## config.mk

```make
export PLATFORM = sky130hd
export DESIGN_NAME = utf8_to_utf16_decoder
export DESIGN_NICKNAME = d
export VERILOG_FILES = /design/src/rtl/core/u8u16_pkg.sv /design/src/rtl/core/utf8_to_utf16_decoder.sv
export SDC_FILE = /design/constraint.sdc
export NUM_CORES = 1
export LEC_CHECK = 0
export BUFFER_PORTS_ARGS = -buffer_cell sky130_fd_sc_hd__buf_2
export CAP_MARGIN = 20
export CORE_ASPECT_RATIO = 1.2
export CORE_UTILIZATION = 55
export CTS_CLUSTER_DIAMETER = 120
export DETAILED_ROUTE_END_ITERATION = 7
export GPL_TIMING_DRIVEN = 0
export PLACE_DENSITY = 0.75
export SYNTH_ARGS = -nofsm -noshare
export SYNTH_HDL_FRONTEND = slang
export SYNTH_SLANG_ARGS = --single-unit
```

## constraint.sdc

```tcl
create_clock -name clk -period 5.2 [get_ports clk]
set_input_delay 0.78 -clock clk [delete_from_list [all_inputs] [get_ports clk]]
set_output_delay 0.78 -clock clk [all_outputs]
set_load 0.02 [all_outputs]
```

## src/rtl/core/u8u16_pkg.sv

```systemverilog
// Package for the UTF-8 to UTF-16 decoder: lead byte ranges, masks,
// surrogate offsets and the queued result type. No dependencies.
package u8u16_pkg;

	localparam logic [7:0]  ASCII_END     = 8'h7F;
	localparam logic [7:0]  LEAD2_LO      = 8'hC2;
	localparam logic [7:0]  LEAD2_HI      = 8'hDF;
	localparam logic [7:0]  LEAD3_LO      = 8'hE0;
	localparam logic [7:0]  LEAD3_HI      = 8'hEF;
	localparam logic [7:0]  LEAD4_LO      = 8'hF0;
	localparam logic [7:0]  LEAD4_HI      = 8'hF4;

	localparam logic [7:0]  LEAD2_MASK    = 8'h1F;
	localparam logic [7:0]  LEAD3_MASK    = 8'h0F;
	localparam logic [7:0]  LEAD4_MASK    = 8'h07;

	localparam logic [20:0] PLANE_OFFSET  = 21'h10000;
	localparam logic [15:0] HIGH_SURR     = 16'hD800;
	localparam logic [15:0] LOW_SURR      = 16'hDC00;

	localparam logic [1:0]  LEN_TWO       = 2'd1;
	localparam logic [1:0]  LEN_THREE     = 2'd2;
	localparam logic [1:0]  LEN_FOUR      = 2'd3;

	typedef struct packed {
		logic [15:0] code_unit;
		logic        bad_lead;
		logic        last_unit;
	} unit_t;

endpackage

```

## src/rtl/core/utf8_to_utf16_decoder.sv

```systemverilog
// UTF-8 to UTF-16 decoder: input register, one-pass decode, two-entry result queue.
// Depends on u8u16_pkg.
// An accepted byte passes through the input register and the result queue to the output.
// Throughput: one byte per cycle; a four-byte sequence queues two units at once,
// and the result queue (two entries) stalls the input only while it lacks room.
// Reset (arst_n low, asynchronous): no sequence open, accumulator zero, queue and
// input register empty.
module utf8_to_utf16_decoder (
	input  logic        clk,
	input  logic        arst_n,
	input  logic        s_axis_tvalid,
	output logic        s_axis_tready,
	input  logic [7:0]  s_axis_tdata,   // [7:0] in_byte
	output logic        m_axis_tvalid,
	input  logic        m_axis_tready,
	output logic [15:0] m_axis_tdata,   // [15:0] code_unit
	output logic        m_axis_tuser,   // [0] bad_lead
	output logic        m_axis_tlast    // last_unit
);

	logic              valid_s1;
	logic [7:0]        byte_s1;

	logic [1:0]        pending_q;
	logic [1:0]        seq_len_q;
	logic [20:0]       accum_q;

	u8u16_pkg::unit_t  queue_q [2];
	logic              wr_ptr_q;
	logic              rd_ptr_q;
	logic [1:0]        count_q;

	logic [1:0]        pending_d;
	logic [1:0]        seq_len_d;
	logic [20:0]       accum_d;
	logic [1:0]        num_res;
	u8u16_pkg::unit_t  res0;
	u8u16_pkg::unit_t  res1;
	logic [20:0]       acc_shift;
	logic [20:0]       cp_off;
	logic              pop;
	logic [2:0]        room;
	logic              adv;

	assign pop           = m_axis_tvalid && m_axis_tready;
	assign room          = 3'd2 - {1'b0, count_q} + {2'b0, pop};
	assign adv           = valid_s1 && ({1'b0, num_res} <= room);
	assign s_axis_tready = !valid_s1 || adv;

	assign acc_shift = {accum_q[14:0], byte_s1[5:0]};
	assign cp_off    = acc_shift - u8u16_pkg::PLANE_OFFSET;

	always_comb begin
		pending_d = pending_q;
		seq_len_d = seq_len_q;
		accum_d   = accum_q;
		num_res   = 2'd0;
		res0      = '{code_unit: 16'h0000, bad_lead: 1'b0, last_unit: 1'b1};
		res1      = '{code_unit: 16'h0000, bad_lead: 1'b0, last_unit: 1'b1};
		if (pending_q == 2'd0) begin
			case (byte_s1) inside
				[8'h00 : u8u16_pkg::ASCII_END]: begin
					num_res        = 2'd1;
					res0.code_unit = {8'h00, byte_s1};
				end
				[u8u16_pkg::LEAD2_LO : u8u16_pkg::LEAD2_HI]: begin
					accum_d   = {13'h0, byte_s1 & u8u16_pkg::LEAD2_MASK};
					pending_d = u8u16_pkg::LEN_TWO;
					seq_len_d = u8u16_pkg::LEN_TWO;
				end
				[u8u16_pkg::LEAD3_LO : u8u16_pkg::LEAD3_HI]: begin
					accum_d   = {13'h0, byte_s1 & u8u16_pkg::LEAD3_MASK};
					pending_d = u8u16_pkg::LEN_THREE;
					seq_len_d = u8u16_pkg::LEN_THREE;
				end
				[u8u16_pkg::LEAD4_LO : u8u16_pkg::LEAD4_HI]: begin
					accum_d   = {13'h0, byte_s1 & u8u16_pkg::LEAD4_MASK};
					pending_d = u8u16_pkg::LEN_FOUR;
					seq_len_d = u8u16_pkg::LEN_FOUR;
				end
				default: begin
					num_res       = 2'd1;
					res0.bad_lead = 1'b1;
				end
			endcase
		end else begin
			accum_d   = acc_shift;
			pending_d = pending_q - 2'd1;
			if (pending_q == 2'd1) begin
				seq_len_d = 2'd0;
				if (seq_len_q == u8u16_pkg::LEN_FOUR) begin
					num_res        = 2'd2;
					res0.code_unit = u8u16_pkg::HIGH_SURR + {5'h00, cp_off[20:10]};
					res0.last_unit = 1'b0;
					res1.code_unit = u8u16_pkg::LOW_SURR + {6'h00, cp_off[9:0]};
				end else begin
					num_res        = 2'd1;
					res0.code_unit = acc_shift[15:0];
				end
			end
		end
	end

	// input register
	always_ff @(posedge clk or negedge arst_n) begin
		if (!arst_n) begin
			valid_s1 <= 1'b0;
		end else if (s_axis_tready) begin
			valid_s1 <= s_axis_tvalid;
		end
	end

	always_ff @(posedge clk) begin
		if (s_axis_tready && s_axis_tvalid) begin
			byte_s1 <= s_axis_tdata;
		end
	end

	// sequence state
	always_ff @(posedge clk or negedge arst_n) begin
		if (!arst_n) begin
			pending_q <= 2'd0;
			seq_len_q <= 2'd0;
			accum_q   <= 21'h0;
		end else if (adv) begin
			pending_q <= pending_d;
			seq_len_q <= seq_len_d;
			accum_q   <= accum_d;
		end
	end

	// result queue
	always_ff @(posedge clk) begin
		if (adv && num_res != 2'd0) begin
			queue_q[wr_ptr_q] <= res0;
		end
		if (adv && num_res == 2'd2) begin
			queue_q[~wr_ptr_q] <= res1;
		end
	end

	always_ff @(posedge clk or negedge arst_n) begin
		if (!arst_n) begin
			wr_ptr_q <= 1'b0;
			rd_ptr_q <= 1'b0;
			count_q  <= 2'd0;
		end else begin
			if (adv) begin
				wr_ptr_q <= wr_ptr_q ^ num_res[0];
			end
			rd_ptr_q <= rd_ptr_q ^ pop;
			count_q  <= count_q + (adv ? num_res : 2'd0) - {1'b0, pop};
		end
	end

	assign m_axis_tvalid = (count_q != 2'd0);
	assign m_axis_tdata  = queue_q[rd_ptr_q].code_unit;
	assign m_axis_tuser  = queue_q[rd_ptr_q].bad_lead;
	assign m_axis_tlast  = queue_q[rd_ptr_q].last_unit;

	a_count_max: assert property (@(posedge clk) disable iff (!arst_n)
		count_q != 2'd3)
		else $error("result queue overfilled");

	a_pair_queued: assert property (@(posedge clk) disable iff (!arst_n)
		(m_axis_tvalid && m_axis_tready && !m_axis_tlast) |=> m_axis_tvalid)
		else $error("low surrogate missing after high surrogate");

	a_pending_len: assert property (@(posedge clk) disable iff (!arst_n)
		pending_q <= seq_len_q)
		else $error("pending count exceeds sequence length");

	a_closed_seq: assert property (@(posedge clk) disable iff (!arst_n)
		(seq_len_q == 2'd0) |-> (pending_q == 2'd0))
		else $error("bytes pending with no sequence open");

endmodule
```

==> results.sh <==
export IMPL_fin_nets=367
export IMPL_cts_htree_levels=3
export IMPL_ff2ff_path_depth=15
export IMPL_area_growth_syn_to_layout_pct=13.37
export IMPL_status="complete, no violations"
export IMPL_critPathLaunchType="register"
export IMPL_firstDrtPassIters=4
export IMPL_antenna_found_initial=0
export IMPL_slowest_delay_ps=410
export IMPL_timing_final_crit_share=0.7229
export IMPL_max_vdd_ir_drop_v=0.0004723
export IMPL_post_route_min_period_ps=3759
export IMPL_via_per_inst=5.874
export IMPL_register_area_mm2=0.001862
export IMPL_cp_depth=15
export IMPL_synth_main_ff_cell="edfxtp_1"
export IMPL_post_cts_setup_buffers=0
export IMPL_rsz0062_at_grt="false"
export IMPL_async_flop_share=0.3529
export IMPL_core_area_mm2=0.006090
export IMPL_place_area_mm2=0.003755
export IMPL_critPathSlowestCell="dfrtp_1"
export IMPL_cp_common_cell="ha_1"
export IMPL_grt_first_pass_wirelength_mm=11.60
export IMPL_finalSetupTns_ps=0
export IMPL_synth_top_area_frac=0.3270
export IMPL_fp_row_count=31
export IMPL_grt_pass1_vias=2372
export IMPL_drt_initial_drc_count=229
export IMPL_cts_sinks=68
export IMPL_leakagePower_uw=0.001590
export IMPL_timing_rr_end="count_q[1]"
export IMPL_ctsHoldBuffers=0
export IMPL_synth_area_mm2=0.003490
export IMPL_cts_resized=0
export IMPL_cp_buffers_inverters=1
export IMPL_setup_violations=0
export IMPL_wl_per_cell_um=17.06
export IMPL_clockRootBuffer="clkbuf_8"
export IMPL_ys_top_cells_by_area="edfxtp_1, dfrtp_1, mux2_2"
export IMPL_die_h_um=89.26
export IMPL_ys_warn_count=0
export IMPL_routed_wirelength_mm=7.419
export IMPL_synthTopCellsByCount="edfxtp_1, nand2_1, dfrtp_1, o21ai_0, mux2_2"
export IMPL_path_cells="or2_2 -> nand2_1 -> ha_1 -> ha_1 -> ha_1 -> nor2b_1 -> o21ai_2 -> nand2_1 -> or2_2 -> ha_1 -> inv_1 -> ha_1 -> xnor2_1 -> xnor2_1 -> xnor2_1"
export IMPL_grt_overflow=0
export IMPL_required_ps=5470
export IMPL_endpoint_kind="register"
export IMPL_cp_top_family="simple AND/OR/NAND/NOR gates"
export IMPL_reg2reg_setup_slack_ps=1440
export IMPL_drc=0
export IMPL_maxSlewViolCount=0
export IMPL_synth_seq_cells=68
export IMPL_fin_skew_ps=11.46
export IMPL_start_util=0.5730
export IMPL_finish_utilization=0.6497
export IMPL_relSlewSlack=0.5568
export IMPL_syn_inst=305
export IMPL_clockBufferDepth=2
export IMPL_final_area_mm2=0.003956
export IMPL_gp_congestion=0.9241
export IMPL_die_area_mm2=0.006669
export IMPL_syn_num_nets=324
export IMPL_grtUsageTotal=0.2457
export IMPL_drive_gt1_frac=0.2748
export IMPL_syn_area_per_cell_um2=11.44
export IMPL_reg2reg_from="count_q[1]"
export IMPL_whs_ps=411.7
export IMPL_die_x_um=74.72
export IMPL_port_buffers=31
export IMPL_max_freq_mhz=266.0
export IMPL_cts_buffers=9
export IMPL_crit_end="count_q[1]"
export IMPL_final_cells=435
export IMPL_multi_input_area_mm2=0.001521
export IMPL_synth_edff_count=38
export IMPL_cp_data_arrival_time_ps=4020
export IMPL_hp_class="input pin to async pin"
export IMPL_crit_start="count_q[1]"
export IMPL_diodes=0
export IMPL_vias=2555
export IMPL_crit_fanout=8
export IMPL_post_synth_num_cell_types=51
export IMPL_hold_viol=0
export IMPL_critPathKind="register to register"
export IMPL_cts_clk_slew_worst_paths_ps=70
export IMPL_fill_cells=502
export IMPL_pin_count=32
export IMPL_yosysTopAreaCell="edfxtp_1"
export IMPL_drv_cap=0
export IMPL_synth_most_common_cell="edfxtp_1"
export IMPL_seq_area_frac_synth=0.5335
export IMPL_dp_hpwl_mm=5.472
export IMPL_cts_tree="built"
export IMPL_worstMarginPinSlew_ps=661.2
export IMPL_insertion_delay_ps=350
export IMPL_postRouteAntennaNets=0
export IMPL_grt_max_degree=25
export IMPL_pwr_density_cell_mw_per_mm2=744.1
export IMPL_placed_cells=419
power by group:
group          leakage, uW  internal [uW]  switching, uW
Clock            0.0000983            233            201
Sequential        0.000715            853            163
Combinational     0.000777            572            922
flip-flops by register name (all words and copies together) (netlist names):
register and cells:
accum_q 15, byte_s1 8, count_q 2, pending_q 2, queue_q 36, rd_ptr_q 1
seq_len_q 2, valid_s1 1, wr_ptr_q 1
through the flow:
step | total power [uW] | setup WS [ps]
2_1_floorplan | 2104 | 1136
3_3_place_gp | 2458 | 312.7
3_5_place_dp | 2513 | 1253
4_1_cts | 2945 | 1434
5_1_grt | 3135 | 1263
6_report | 2944 | 1441
layer usage:
layer | routed length, um | vias up | track usage
met5 | 0 | - | 0
met4 | 272 | 0 | 0.1355
met3 | 277 | 23 | 0.04622
met2 | 3713 | 76 | 0.3964
met1 | 3156 | 1238 | 0.3111
li1 | - | 1218 | -
cell type report:
cell class	instances	share of cell area
clock inverters	6	0.01613
inverters	9	0.008539
well taps	82	0.02593
plain buffers	15	0.01834
multi-input cells	213	0.3846
flip-flops and latches	68	0.4706
repair buffers	32	0.04111
clock buffers	10	0.03479
how the worst min path moves through the flow:
stage | end | slack [ps] | cells past startpoint
finish | count_q[0] | 410 | 1
floorplan | queue_q[1][1] | 430 | 2
CTS | rd_ptr_q | 420 | 1
global route | count_q[0] | 460 | 1
detailed placement | queue_q[1][1] | 460 | 2
global placement | queue_q[1][1] | 450 | 2
cells by family (layout without fill, tap and decap cells):
kind of cell	count (synthesis)	after routing	synth area share
compound gates	79	79	0.1692
buf+inv	24	72	0.03048
simple gates	95	95	0.1452
flops	68	68	0.5335
xor+xnor	8	8	0.02008
fa+ha+maj	7	7	0.02510
mux	24	24	0.07637
layout by cell type, fill, tap and decap left out, types with 4 or more instances in the layout:
| cell type | count |
|---|---|
| edfxtp_1 | 38 |
| nand2_1 | 36 |
| buf_2 | 32 |
| dfrtp_1 | 24 |
| o21ai_0 | 22 |
| mux2_2 | 21 |
| nor2_1 | 18 |
| a21oi_1 | 13 |
| a22o_1 | 11 |
| clkbuf_8 | 10 |
| inv_1 | 8 |
| clkbuf_1 | 8 |
| xnor2_1 | 8 |
| nand3_1 | 8 |
| a21o_1 | 7 |
| ha_1 | 7 |
| dfxtp_1 | 6 |
| buf_4 | 5 |
| a32o_1 | 5 |
| or2_2 | 4 |
| nor3_1 | 4 |
| and2_1 | 4 |
No activity file was read; power rests on OpenSTA's default activity.
